===== src/rtl/core/ptsched_pkg.sv =====
// shared constants, codes and controller/datapath types of the periodic task scheduler
`default_nettype none

package ptsched_pkg;

	localparam int NUM_TASKS     = 8;
	localparam int TIME_BITS     = 32;
	localparam int INTERVAL_BITS = 16;
	localparam int MAX_OUT       = 8;
	localparam int USED_MAX      = (NUM_TASKS < MAX_OUT) ? NUM_TASKS : MAX_OUT;
	localparam int IDX_BITS      = $clog2(NUM_TASKS);

	localparam int ACTION_BITS  = 2;
	localparam int SLOT_BITS    = 3;
	localparam int COUNT_BITS   = 4;
	localparam int TASK_ID_BITS = 3;
	localparam int STATUS_BITS  = 2;

	typedef enum logic [ACTION_BITS-1:0] {
		ACT_TICK,
		ACT_LOAD,
		ACT_START,
		ACT_STOP
	} action_t;

	typedef enum logic [STATUS_BITS-1:0] {
		STS_OK,
		STS_ZERO_IVL,
		STS_STOPPED
	} status_t;

	typedef logic [IDX_BITS-1:0] idx_t;
	typedef logic [NUM_TASKS-1:0] mask_t;

	typedef struct packed {
		logic accept;
		logic scan;
		idx_t idx;
		logic push;
	} cmd_t;

	typedef struct packed {
		logic running;
		logic out_free;
		logic mask_empty;
		logic mask_last;
		idx_t idx_last;
	} sts_t;

endpackage

`default_nettype wire


===== src/rtl/core/ptsched_req_if.sv =====
// request channel: action, slot and interval words
`default_nettype none

interface ptsched_req_if;
	logic                                  valid;
	logic                                  ready;
	logic [ptsched_pkg::ACTION_BITS-1:0]   action;
	logic [ptsched_pkg::SLOT_BITS-1:0]     slot;
	logic [ptsched_pkg::INTERVAL_BITS-1:0] interval;

	modport source (output valid, action, slot, interval, input ready);
	modport sink (input valid, action, slot, interval, output ready);
endinterface

`default_nettype wire


===== src/rtl/core/ptsched_rsp_if.sv =====
// response channel: fired task words
`default_nettype none

interface ptsched_rsp_if;
	logic                                 valid;
	logic                                 ready;
	logic [ptsched_pkg::TASK_ID_BITS-1:0] task_id;
	logic                                 fired;
	logic                                 last;
	logic [ptsched_pkg::STATUS_BITS-1:0]  status;

	modport source (output valid, task_id, fired, last, status, input ready);
	modport sink (input valid, task_id, fired, last, status, output ready);
endinterface

`default_nettype wire


===== src/rtl/core/ptsched_cfg_if.sv =====
// configuration write channel: active slot count word
`default_nettype none

interface ptsched_cfg_if;
	logic                               valid;
	logic                               ready;
	logic [ptsched_pkg::COUNT_BITS-1:0] data;

	modport source (output valid, data, input ready);
	modport sink (input valid, data, output ready);
endinterface

`default_nettype wire


===== src/rtl/core/ptsched_ctrl.sv =====
// controller state machine: accept, slot scan and result emission sequencing
`default_nettype none

module ptsched_ctrl (
	input  wire logic                                clk,
	input  wire logic                                arst_n,
	input  wire logic                                in_valid,
	input  wire logic [ptsched_pkg::ACTION_BITS-1:0] in_action,
	output logic                                     in_ready,
	output ptsched_pkg::cmd_t                        cmd,
	input  wire ptsched_pkg::sts_t                   sts
);
	import ptsched_pkg::*;

	typedef enum logic [1:0] {
		ST_IDLE,
		ST_SCAN,
		ST_EMIT
	} state_t;

	state_t state_q;
	idx_t   idx_q;
	logic   accept;

	assign in_ready   = (state_q == ST_IDLE);
	assign accept     = in_valid && in_ready;
	assign cmd.accept = accept;
	assign cmd.scan   = (state_q == ST_SCAN);
	assign cmd.idx    = idx_q;
	assign cmd.push   = (state_q == ST_EMIT) && sts.out_free;

	always_ff @(posedge clk or negedge arst_n) begin
		if (!arst_n) begin
			state_q <= ST_IDLE;
			idx_q   <= '0;
		end else begin
			case (state_q)
				ST_IDLE: begin
					if (accept) begin
						idx_q <= '0;
						if (in_action == ACT_TICK && sts.running)
							state_q <= ST_SCAN;
						else
							state_q <= ST_EMIT;
					end
				end
				ST_SCAN: begin
					if (idx_q == sts.idx_last)
						state_q <= ST_EMIT;
					else
						idx_q <= idx_q + idx_t'(1);
				end
				ST_EMIT: begin
					if (sts.out_free && (sts.mask_empty || sts.mask_last))
						state_q <= ST_IDLE;
				end
				default: begin
					state_q <= ST_IDLE;
				end
			endcase
		end
	end

	a_accept_busy: assert property (@(posedge clk) disable iff (!arst_n)
		accept |=> state_q != ST_IDLE)
		else $error("accepted word left controller idle");

	a_emit_done: assert property (@(posedge clk) disable iff (!arst_n)
		state_q == ST_EMIT && sts.out_free && (sts.mask_empty || sts.mask_last)
		|=> state_q == ST_IDLE)
		else $error("final result did not return controller to idle");

	a_scan_end: assert property (@(posedge clk) disable iff (!arst_n)
		state_q == ST_SCAN && idx_q == sts.idx_last |=> state_q == ST_EMIT)
		else $error("scan overran last active slot");

endmodule

`default_nettype wire


===== src/rtl/core/ptsched_dp.sv =====
// datapath: time counter, slot tables, due mask and output register
`default_nettype none

module ptsched_dp (
	input  wire logic                                  clk,
	input  wire logic                                  arst_n,
	input  wire ptsched_pkg::cmd_t                     cmd,
	output ptsched_pkg::sts_t                          sts,
	input  wire logic [ptsched_pkg::ACTION_BITS-1:0]   in_action,
	input  wire logic [ptsched_pkg::SLOT_BITS-1:0]     in_slot,
	input  wire logic [ptsched_pkg::INTERVAL_BITS-1:0] in_interval,
	input  wire logic                                  cfg_valid,
	output logic                                       cfg_ready,
	input  wire logic [ptsched_pkg::COUNT_BITS-1:0]    cfg_data,
	output logic                                       out_valid,
	input  wire logic                                  out_ready,
	output logic [ptsched_pkg::TASK_ID_BITS-1:0]       task_id,
	output logic                                       fired,
	output logic                                       last,
	output logic [ptsched_pkg::STATUS_BITS-1:0]        status
);
	import ptsched_pkg::*;

	logic [COUNT_BITS-1:0]    active_count_q;
	logic                     running_q;
	logic [TIME_BITS-1:0]     time_q;
	logic [INTERVAL_BITS-1:0] ivl_q [NUM_TASKS];
	logic [TIME_BITS-1:0]     due_q [NUM_TASKS];
	mask_t                    mask_q;
	status_t                  status_q;

	logic                     out_valid_q;
	idx_t                     task_id_q;
	logic                     fired_q;
	logic                     last_q;
	status_t                  out_status_q;

	logic [COUNT_BITS-1:0]    n_slots;
	mask_t                    act;
	logic                     start_bad;
	logic                     start_ok;
	logic                     tick_run;
	logic [TIME_BITS-1:0]     diff;
	logic                     is_due;
	idx_t                     lo_idx;
	logic                     mask_empty;
	logic                     mask_last;

	// active count clamped to the usable slot range
	always_comb begin
		if (active_count_q == '0)
			n_slots = COUNT_BITS'(1);
		else if (active_count_q > COUNT_BITS'(USED_MAX))
			n_slots = COUNT_BITS'(USED_MAX);
		else
			n_slots = active_count_q;
	end

	always_comb begin
		act       = '0;
		start_bad = 1'b0;
		for (int s = 0; s < NUM_TASKS; s++) begin
			act[s] = (COUNT_BITS'(s) < n_slots);
			if (act[s] && ivl_q[s] == '0)
				start_bad = 1'b1;
		end
	end

	assign start_ok = cmd.accept && in_action == ACT_START && !start_bad;
	assign tick_run = cmd.accept && in_action == ACT_TICK && running_q;

	// wrap-safe due test on the scanned slot
	assign diff   = time_q - due_q[cmd.idx];
	assign is_due = !diff[TIME_BITS-1];

	// lowest pending slot
	always_comb begin
		lo_idx = '0;
		for (int s = NUM_TASKS - 1; s >= 0; s--) begin
			if (mask_q[s])
				lo_idx = idx_t'(s);
		end
	end

	assign mask_empty = (mask_q == '0);
	assign mask_last  = ((mask_q & (mask_q - mask_t'(1))) == '0);

	assign sts.running    = running_q;
	assign sts.out_free   = !out_valid_q || out_ready;
	assign sts.mask_empty = mask_empty;
	assign sts.mask_last  = mask_last;
	assign sts.idx_last   = idx_t'(n_slots - COUNT_BITS'(1));

	assign cfg_ready = 1'b1;
	assign out_valid = out_valid_q;
	assign task_id   = task_id_q;
	assign fired     = fired_q;
	assign last      = last_q;
	assign status    = out_status_q;

	always_ff @(posedge clk or negedge arst_n) begin
		if (!arst_n) begin
			active_count_q <= COUNT_BITS'(1);
			running_q      <= 1'b0;
			time_q         <= '0;
			for (int s = 0; s < NUM_TASKS; s++)
				ivl_q[s] <= '0;
			mask_q         <= '0;
			status_q       <= STS_OK;
			out_valid_q    <= 1'b0;
		end else begin
			if (cfg_valid && cfg_ready)
				active_count_q <= cfg_data;

			if (cmd.accept) begin
				mask_q   <= '0;
				status_q <= STS_OK;
				case (action_t'(in_action))
					ACT_LOAD: begin
						ivl_q[in_slot] <= in_interval;
					end
					ACT_START: begin
						if (start_bad) begin
							running_q <= 1'b0;
							status_q  <= STS_ZERO_IVL;
						end else begin
							running_q <= 1'b1;
							time_q    <= '0;
						end
					end
					ACT_STOP: begin
						running_q <= 1'b0;
					end
					ACT_TICK: begin
						if (running_q)
							time_q <= time_q + TIME_BITS'(1);
						else
							status_q <= STS_STOPPED;
					end
					default: begin
						status_q <= STS_OK;
					end
				endcase
			end else if (cmd.scan) begin
				mask_q[cmd.idx] <= is_due;
			end else if (cmd.push && !mask_empty) begin
				mask_q[lo_idx] <= 1'b0;
			end

			if (cmd.push)
				out_valid_q <= 1'b1;
			else if (out_ready)
				out_valid_q <= 1'b0;
		end
	end

	always_ff @(posedge clk) begin
		if (start_ok) begin
			for (int s = 0; s < NUM_TASKS; s++) begin
				if (act[s])
					due_q[s] <= TIME_BITS'(ivl_q[s]);
			end
		end else if (cmd.scan && is_due) begin
			due_q[cmd.idx] <= time_q + TIME_BITS'(ivl_q[cmd.idx]);
		end

		if (cmd.push) begin
			task_id_q    <= mask_empty ? idx_t'(0) : lo_idx;
			fired_q      <= !mask_empty;
			last_q       <= mask_empty || mask_last;
			out_status_q <= status_q;
		end
	end

	a_start_refused: assert property (@(posedge clk) disable iff (!arst_n)
		cmd.accept && in_action == ACT_START && start_bad
		|=> !running_q && status_q == STS_ZERO_IVL)
		else $error("zero interval start not refused");

	a_mask_pop: assert property (@(posedge clk) disable iff (!arst_n)
		cmd.push && !mask_empty
		|=> $countones(mask_q) == $countones($past(mask_q)) - 1)
		else $error("emitted result did not retire exactly one slot");

	a_push_valid: assert property (@(posedge clk) disable iff (!arst_n)
		cmd.push |=> out_valid_q)
		else $error("pushed result not presented");

endmodule

`default_nettype wire


===== src/rtl/core/periodic_task_scheduler.sv =====
// periodic task scheduler top level: controller, datapath and channel hookup
// load, start, stop and stopped tick go from acceptance to the emit state, which registers their word
// a running tick first scans the due state of each active slot, one slot per cycle,
// then emits one word per cycle while the response side keeps ready high
// requests: one at a time, a new one is taken only after the last word of the previous one
// reset: stopped, time zero, intervals zero, active count 1; due times unset until a start
`default_nettype none

module periodic_task_scheduler (
	input  wire logic    clk,
	input  wire logic    arst_n,
	ptsched_req_if.sink  req,
	ptsched_rsp_if.source rsp,
	ptsched_cfg_if.sink  cfg
);
	import ptsched_pkg::*;

	cmd_t cmd;
	sts_t sts;

	ptsched_ctrl u_ctrl (
		.clk       (clk),
		.arst_n    (arst_n),
		.in_valid  (req.valid),
		.in_action (req.action),
		.in_ready  (req.ready),
		.cmd       (cmd),
		.sts       (sts)
	);

	ptsched_dp u_dp (
		.clk         (clk),
		.arst_n      (arst_n),
		.cmd         (cmd),
		.sts         (sts),
		.in_action   (req.action),
		.in_slot     (req.slot),
		.in_interval (req.interval),
		.cfg_valid   (cfg.valid),
		.cfg_ready   (cfg.ready),
		.cfg_data    (cfg.data),
		.out_valid   (rsp.valid),
		.out_ready   (rsp.ready),
		.task_id     (rsp.task_id),
		.fired       (rsp.fired),
		.last        (rsp.last),
		.status      (rsp.status)
	);

endmodule

`default_nettype wire


===== src/flat_wrapper.sv =====
// flat-port wrapper written by rule: the top's interface ports become plain ports
module periodic_task_scheduler_flat import ptsched_pkg::*;
  (clk, arst_n, req_valid, req_action, req_slot, req_interval, req_ready, rsp_valid, rsp_task_id, rsp_fired, rsp_last, rsp_status, rsp_ready, cfg_valid, cfg_data, cfg_ready);
  ptsched_req_if req_i ();
  ptsched_rsp_if rsp_i ();
  ptsched_cfg_if cfg_i ();
  input  wire logic clk;
  input  wire logic arst_n;
  input wire logic [$bits(req_i.valid)-1:0] req_valid;
  input wire logic [$bits(req_i.action)-1:0] req_action;
  input wire logic [$bits(req_i.slot)-1:0] req_slot;
  input wire logic [$bits(req_i.interval)-1:0] req_interval;
  output wire logic [$bits(req_i.ready)-1:0] req_ready;
  output wire logic [$bits(rsp_i.valid)-1:0] rsp_valid;
  output wire logic [$bits(rsp_i.task_id)-1:0] rsp_task_id;
  output wire logic [$bits(rsp_i.fired)-1:0] rsp_fired;
  output wire logic [$bits(rsp_i.last)-1:0] rsp_last;
  output wire logic [$bits(rsp_i.status)-1:0] rsp_status;
  input wire logic [$bits(rsp_i.ready)-1:0] rsp_ready;
  input wire logic [$bits(cfg_i.valid)-1:0] cfg_valid;
  input wire logic [$bits(cfg_i.data)-1:0] cfg_data;
  output wire logic [$bits(cfg_i.ready)-1:0] cfg_ready;
  assign req_i.valid = req_valid;
  assign req_i.action = req_action;
  assign req_i.slot = req_slot;
  assign req_i.interval = req_interval;
  assign req_ready = req_i.ready;
  assign rsp_valid = rsp_i.valid;
  assign rsp_task_id = rsp_i.task_id;
  assign rsp_fired = rsp_i.fired;
  assign rsp_last = rsp_i.last;
  assign rsp_status = rsp_i.status;
  assign rsp_i.ready = rsp_ready;
  assign cfg_i.valid = cfg_valid;
  assign cfg_i.data = cfg_data;
  assign cfg_ready = cfg_i.ready;
  periodic_task_scheduler u_core (.clk(clk), .arst_n(arst_n), .req(req_i), .rsp(rsp_i), .cfg(cfg_i));
endmodule

===== config.mk =====
export PLATFORM = sky130hd
export DESIGN_NAME = periodic_task_scheduler_flat
export DESIGN_NICKNAME = d
export VERILOG_FILES = /design/src/rtl/core/ptsched_pkg.sv /design/src/rtl/core/ptsched_req_if.sv /design/src/rtl/core/ptsched_rsp_if.sv /design/src/rtl/core/ptsched_cfg_if.sv /design/src/rtl/core/ptsched_ctrl.sv /design/src/rtl/core/ptsched_dp.sv /design/src/rtl/core/periodic_task_scheduler.sv /design/src/flat_wrapper.sv
export SDC_FILE = /design/constraint.sdc
export NUM_CORES = 1
export LEC_CHECK = 0
export ABC_CLOCK_PERIOD_IN_PS = 12600
export BUFFER_PORTS_ARGS = -buffer_cell sky130_fd_sc_hd__clkbuf_2
export CAP_MARGIN = 15
export CORE_ASPECT_RATIO = 1.2
export CORE_UTILIZATION = 50
export DETAILED_ROUTE_END_ITERATION = 6
export PLACE_DENSITY = 0.66
export SLEW_MARGIN = 40
export SYNTH_ARGS = -nofsm -noshare
export SYNTH_HDL_FRONTEND = slang
export SYNTH_SLANG_ARGS = --single-unit

===== constraint.sdc =====
create_clock -name clk -period 12.6 [get_ports clk]
set_clock_uncertainty 0.05 [all_clocks]
set_input_delay 0.63 -clock clk [delete_from_list [all_inputs] [get_ports clk]]
set_output_delay 0.63 -clock clk [all_outputs]
set_load 0.05 [all_outputs]

==> impl_metrics.yaml, run 1 <==
global_route:
  grt_pass1_wl_um: 102000
  grt_busiest_layer: "met2"
  use_met1_pct: 39.2
  grt_max_degree: 119
  grt_use_met2_pct: 50.8
  overflow: 0
  grt_usage_pct: 30.6
  antenna_found_initial: 0
  grt_pass1_vias: 15501
  grt_util_met3_pct: 3.98
floorplanning:
  boundaryPins: 40
  die_area_mm2: 0.0454
  die_y_um: 233
  die_width_um: 195
  rows: 84
  start_util_pct: 50.8
  core_area_mm2: 0.0438
clock_tree:
  clk_pin_slew_ns: 0.07
  numClockSinks: 444
  cts_tree: "built"
  clk_latency_ns: 0.60
  h-tree-depth: 2
  cts_root_buf: "clkbuf_16"
  cts_buffers: 46
  post-cts-setup-buffer-count: 0
  clockBufferDepth: 3
worst_setup_path:
  end_kind: "register"
  regToRegSetupSlack_ns: 6.00
  worstSetupPathType: "reg -> reg"
  rr_startpoint: "u_core.u_ctrl.idx_q[0]"
  rr_endpoint: "u_core.u_dp.due_q[5][26]"
  cp.arrival_ns: 6.90
  cp_data_required_time_ns: 12.90
  start_kind: "register"
  reg2reg_depth: 16
  worstPathMaxFanout: 32
power:
  intPower_w: 0.00306
  p_switching_w: 0.00147
  irDropWorstVdd_mv: 0.121
  combPwrFrac_pct: 24.2
  seq_power_share_pct: 44.9
  p_sw_share_pct: 32.5
  p_leak_nw: 9.75
  clkPwrFrac_pct: 30.9
  power.total_w: 0.00453
  power_density_mw_per_mm2: 183
final_layout:
  antenna_cells: 0
  multiInputGateArea_mm2: 0.00939
  layout.cells.non_filler: 2355
  syn_to_final_growth_pct: 11.3
  regArea_mm2: 0.0124
  fin_nets: 1841
  finish.utilization_pct: 56.5
  layout_common_cells: "edfxtp_1, nor2_1, dfrtp_1, mux2_2, a22oi_1"
  layout_commonest_cell: "edfxtp_1"
  layout-drive-gt1-share_pct: 25.2
  fillerInstances: 3542
sta:
  setup_violations: 0
  holdWs_ns: 0.218
  worst_pin_slew_ns: 0.918
  fmax_mhz: 151
  rsz0062_at_grt: "false"
  tns_ns: 0
  finalMaxSlewViolations: 0
  period_share_pct: 52.4
  finalHoldViolCount: 0
  max_slew_margin_pct: 38.6
  fin_crit_ns: 6.60
routing:
  ant_nets: 0
  drc: 0
  viasPerCell: 6.57
  finalWirelength_um: 68400
  dr_total_vias: 15479
  drt_iter0_drc: 1617
  wire_per_inst_um: 29.0
  dr.pass1.iters: 6
synth:
  yosysTopAreaCell: "edfxtp_1"
  synth_top_area_share_pct: 35.5
  syn_inst: 1731
  synth_enable_flop_cells: 263
  ys_ff_latch: 444
  ys_types: 72
  syn_avg_cell_area_um2: 12.9
  synth_ff_type: "edfxtp_1"
  netlist_area_mm2: 0.0223
  ys_top_cells_by_area: "edfxtp_1, dfrtp_1, mux2_2"
  async_flop_share_pct: 40.8
  synth_seq_area_share_pct: 55.9
  synth_warnings: 0
  syn-num-nets: 1813
placed_design:
  hpwl_um: 45500
  gp_congestion: 0.964
  port_buffers: 38
  numPlacedInstances: 2268
min_path:
  hold_depth: 2
  hold_path_end: "u_core.u_dp.active_count_q[0]"
  min_path_type: "in -> reg"
  hold_path_startpoint: "cfg_data[0]"
run_status:
  status: "complete, no violations"
flow_run:
  cap_violations: 0
==> power by group through the flow <==
| stage | logic, W | registers, W | clock network [W] |
|---|---|---|---|
| finish | 0.00110 | 0.00203 | 0.00140 |
| global route | 0.00117 | 0.00205 | 0.00147 |
| CTS | 0.00108 | 0.00202 | 0.00141 |
| detailed placement | 0.00108 | 0.00205 | 0 |
| global placement | 0.00104 | 0.00204 | 0 |
| floorplan | 0.000732 | 0.00196 | 0 |
==> how the worst max path moves through the flow <==
stage                           start                       end  slack, ns  cells after the start
6_report       u_core.u_ctrl.idx_q[0]  u_core.u_dp.due_q[5][26]       6.00                     16
5_1_grt        u_core.u_ctrl.idx_q[0]  u_core.u_dp.due_q[5][30]       5.73                     16
4_1_cts        u_core.u_ctrl.idx_q[0]  u_core.u_dp.due_q[5][26]       6.13                     16
3_5_place_dp   u_core.u_ctrl.idx_q[0]  u_core.u_dp.due_q[5][26]       6.14                     16
3_3_place_gp   u_core.u_ctrl.idx_q[0]  u_core.u_dp.due_q[1][27]       6.22                     14
2_1_floorplan  u_core.u_ctrl.idx_q[1]   u_core.u_dp.due_q[5][0]       6.88                     18
==> routing by layer <==
layer | share of wire (%) | vias to the layer above
met5 | 0 | -
met2 | 48 | 758
met4 | 5.5 | 0
met1 | 40 | 7835
li1 | - | 6691
met3 | 7.2 | 195
==> Yosys cell counts (all sizes together), types with 22 or more instances <==
library cell,n
and3,23
nand4,36
inv,22
and4,26
xor2,34
a22oi,166
edfxtp,263
nor2,197
a21oi,35
mux2,249
buf,50
o21ai,33
ha,51
nor4,27
dfrtp,180
xnor2,25
nand2,72
clkbuf,51
==> critical path, cell delays in order, from the launching register on <==
cell,delay [ns]
dfrtp_1,0.89
and3_2,0.64
buf_4,0.49
a22oi_1,0.16
and4_1,0.26
ha_1,0.29
nand4_1,0.17
nor3_2,0.31
nand2_1,0.14
or3_1,0.41
a221oi_1,0.52
nor3_4,0.22
o211ai_4,0.57
buf_4,0.48
o21ai_4,0.29
buf_8,0.24
buf_8,0.15
==> sequential cells by signal, indices dropped and copies added, names as in the netlist, 3 cells and up <==
name / cells
u_core.u_dp.mask_q: 8
u_core.u_dp.active_count_q: 4
u_core.u_dp.task_id: 3
u_core.u_ctrl.idx_q: 3
u_core.u_dp.ivl_q: 128
u_core.u_dp.time_q: 32
u_core.u_dp.due_q: 256
==> cell type report <==
cell class              instances  area share, %
well taps                     559           2.82
inverters                      22          0.333
flip-flops and latches        444           50.2
repair buffers                 81           2.55
multi-input cells            1164           37.9
clock buffers                  62           5.27
clock inverters                23          0.914
==> what timing repair did <==
| action | CTS | global route |
|---|---|---|
| hold buffers | 1 | 0 |
| hold endpoints to repair | 5 | 0 |
| resized for setup | 0 | 0 |
==> cell families (layout without fill, tap and decap cells) <==
family,count (synthesis),count (layout),share of synthesized area [%]
simple gates,464,464,10.5
fa+ha+maj,53,53,3.00
compound gates,327,327,11.1
buf+inv,123,188,2.83
flops,444,444,55.9
other cells,1,1,0.0169
xor+xnor,59,59,2.32
mux,260,260,14.3
==> stage by stage <==
step / cell area [µm²] / setup slack [ns]
2_1_floorplan: 22300 / 6.88
3_3_place_gp: 23000 / 6.22
3_5_place_dp: 23200 / 6.14
4_1_cts: 24700 / 6.13
5_1_grt: 24800 / 5.73
6_report: 24800 / 6.00
No activity file was read; power rests on OpenSTA's default activity.
==> run 2, diff against run 1 <==
Settings changed: ABC_AREA set to 1, ABC_CLOCK_PERIOD_IN_PS 12600 to 5400, PLACE_DENSITY 0.66 to 0.68.
Clock period 12.6 ns to 5.4 ns, I/O delays scaled along.
==> impl_metrics.yaml, run 2 <==
placed_design:
  hpwl_um: 48200
  place_ws_ns: 0.329
  port_buffers: 38
  gp_congestion: 1.00
clock_tree:
  cts_root_buf: "clkbuf_16"
  post-cts-setup-buffer-count: 0
  clk_latency_ns: 0.59
  clockBufferDepth: 3
  cts_tree: "built"
  h-tree-depth: 2
  cts_buffers: 45
  numClockSinks: 444
  clk_pin_slew_ns: 0.06
routing:
  dr.pass1.iters: 7
  finalWirelength_um: 70400
  wire_per_inst_um: 23.1
  dr_total_vias: 18822
  drc: 7
  viasPerCell: 6.18
  ant_nets: 0
  drt_iter0_drc: 2424
power:
  power_density_mw_per_mm2: 460
  irDropWorstVdd_mv: 0.302
  p_leak_nw: 9.88
sta:
  fin_crit_ns: 4.93
  rsz0062_at_grt: "false"
  layout_setup_ws_ns: 0.471
  period_share_pct: 91.3
  finalHoldViolCount: 0
  max_slew_margin_pct: 43.4
  worst_pin_slew_ns: 0.843
  finalMaxSlewViolations: 0
  tns_ns: 0
  fmax_mhz: 203
  setup_violations: 0
flow_run:
  cap_violations: 0
final_layout:
  syn_to_final_growth_pct: 12.7
  finish.utilization_pct: 57.3
  largest_register: "u_core.u_dp.due_q"
  reg_top3: "u_core.u_dp.due_q (256), u_core.u_dp.ivl_q (128), u_core.u_dp.time_q (32)"
  fillerInstances: 3742
  antenna_cells: 0
  layout-drive-gt1-share_pct: 8.40
  fin_nets: 2535
  largest_reg_flops: 256
  layout_commonest_cell: "nand2_1"
  layout_common_cells: "nand2_1, o21ai_0, edfxtp_1, nor2_1, inv_1"
worst_setup_path:
  cp_top_family: "simple AND/OR/NAND/NOR gates"
  cp_common_cell: "nor2_1"
  slowest_delay_ns: 0.61
  cp_data_required_time_ns: 5.62
  worstPathMaxFanout: 20
  path_cells: "nor2_1 -> inv_1 -> nor2_1 -> a21oi_1 -> inv_1 -> ha_1 -> a21oi_1 -> nor2_1 -> nand3_1 -> nand2_1 -> nor2_1 -> nand2_1 -> nand2_1 -> nand2_1 -> nor2_1 -> inv_1 -> o21ai_4 -> buf_12"
  cp.arrival_ns: 5.15
  path_buf_inv: 4
  worstSetupPathType: "reg -> reg"
  cp_slowest_cell: "o21ai_4"
  end_kind: "register"
  start_kind: "register"
synth:
  synth_seq_area_share_pct: 55.8
  synth_warnings: 0
  ys_top_cells_by_area: "edfxtp_1, dfrtp_1, nand2_1"
  synth_top_area_share_pct: 35.5
  async_flop_share_pct: 40.8
  synth_ff_type: "edfxtp_1"
  ys_ff_latch: 444
  synth_enable_flop_cells: 263
  syn_avg_cell_area_um2: 9.27
  syn_inst: 2402
  yosysTopAreaCell: "edfxtp_1"
  syn-num-nets: 2484
  synth_most_common_cell: "nand2_1"
  netlist_area_mm2: 0.0223
  ys_types: 55
  synth_top_cells_by_count: "nand2_1, o21ai_0, edfxtp_1"
min_path:
  min_path_type: "in -> reg"
global_route:
  grt_max_degree: 118
  grt_usage_pct: 31.3
  antenna_found_initial: 0
  overflow: 0
  grt_pass1_vias: 18277
  grt_pass1_wl_um: 107000
floorplanning:
  boundaryPins: 40
  die_width_um: 195
  start_util_pct: 50.8
  rows: 84
  die_area_mm2: 0.0454
  die_y_um: 233
  core_area_mm2: 0.0438
run_status:
  violations: "design-rule violations"
  status: "complete, but fails checks"
run 2: cell types whose count changed after synthesis, moves of 39 or more:
| cell | previous run | this run |
|---|---|---|
| o21ai_0 | 33 | 289 |
| nand3_1 | 20 | 70 |
| nand2_1 | 72 | 574 |
| nand4_1 | 36 | 75 |
| a22oi_1 | 166 | 49 |
| inv_1 | 20 | 192 |
| mux2_2 | 178 | 1 |
| mux2_4 | 71 | 0 |
run 2: cell families (layout without fill, tap and decap cells):
logic type      count (synthesis)  after routing  share of synthesized area (%)
fa+ha+maj                      52             52                           2.96
simple gates                 1015           1015                           19.2
flops                         444            444                           55.8
compound gates                521            521                           14.1
buf+inv                       322            407                           6.08
xor+xnor                       46             46                           1.81
other cells                     1              1                         0.0168
mux                             1              1                         0.0506
run 2: metrics by stage:
step / area [µm²] / hold WS (ns) / std cells / power, W
2_1_floorplan: 22300 / -0.0756 / 2402 / 0.00687
6_report: 25100 / 0.0150 / 3046 / 0.0115
3_3_place_gp: 23300 / 0.266 / 2943 / 0.00812
4_1_cts: 25100 / 0.0103 / 3046 / 0.0115
3_5_place_dp: 23300 / 0.276 / 2943 / 0.00822
5_1_grt: 25100 / 0.0381 / 3046 / 0.0120
run 2: final cells by class:
type,instances,area [µm²],area share [%]
well taps,559,699,2.79
inverters,205,776,3.09
multi-input cells,1636,8600,34.3
flip-flops and latches,444,12400,49.5
clock buffers,57,1260,5.04
clock inverters,24,250,0.997
repair buffers,121,1070,4.28
run 2: worst register-to-register path, stage by stage, from the launching register on:
cell and delay (ns):
dfrtp_1 0.42, nor2_1 0.15, inv_1 0.24, nor2_1 0.20
a21oi_1 0.27, inv_1 0.10, ha_1 0.24, a21oi_1 0.49
nor2_1 0.26, nand3_1 0.13, nand2_1 0.07, nor2_1 0.18
nand2_1 0.23, nand2_1 0.12, nand2_1 0.10, nor2_1 0.19
inv_1 0.30, o21ai_4 0.61, buf_12 0.29
run 2: final timing paths:
| check | cells after the start | slack (ns) | startpoint | to |
|---|---|---|---|---|
| worst max-delay path | 18 | 0.47 | u_core.u_dp.active_count_q[2] | u_core.u_dp.due_q[6][31] |
| worst min-delay path | 3 | 0.01 | req_interval[2] | u_core.u_dp.ivl_q[82] |
| worst max register to register | 18 | 0.47 | u_core.u_dp.active_count_q[2] | u_core.u_dp.due_q[6][31] |
| worst min register to register | 0 | 0.43 | u_core.u_dp.status_q[1] | u_core.u_dp.status[1] |
| max in group asynchronous | 3 | 4.00 | arst_n | u_core.u_dp.ivl_q[71] |
| min in group asynchronous | 2 | 0.22 | arst_n | u_core.u_dp.ivl_q[27] |
run 2: power breakdown:
part / leakage (nW) / switching, W / internal (W)
combinational: 4.37 / 0.00231 / 0.00106
sequential: 4.76 / 0.000698 / 0.00424
clock: 0.747 / 0.00137 / 0.00186
run 2: layer usage:
layer	share of wire [%]	routed length, µm	GRT usage [%]	vias up
li1	-	-	-	8444
met1	38	26500	39.3	8954
met2	47	33200	52.0	1184
met3	9.5	6720	4.63	240
met4	5.7	4010	17.4	0
met5	0	0	0	-
run 2: what timing repair did:
| item | 4_1_cts | 5_1_grt |
|---|---|---|
| endpoints found under the setup margin | 0 | 16 |
| hold buffers | 22 | 0 |
| hold endpoints to repair | 103 | 0 |
| resized for setup | 0 | 5 |
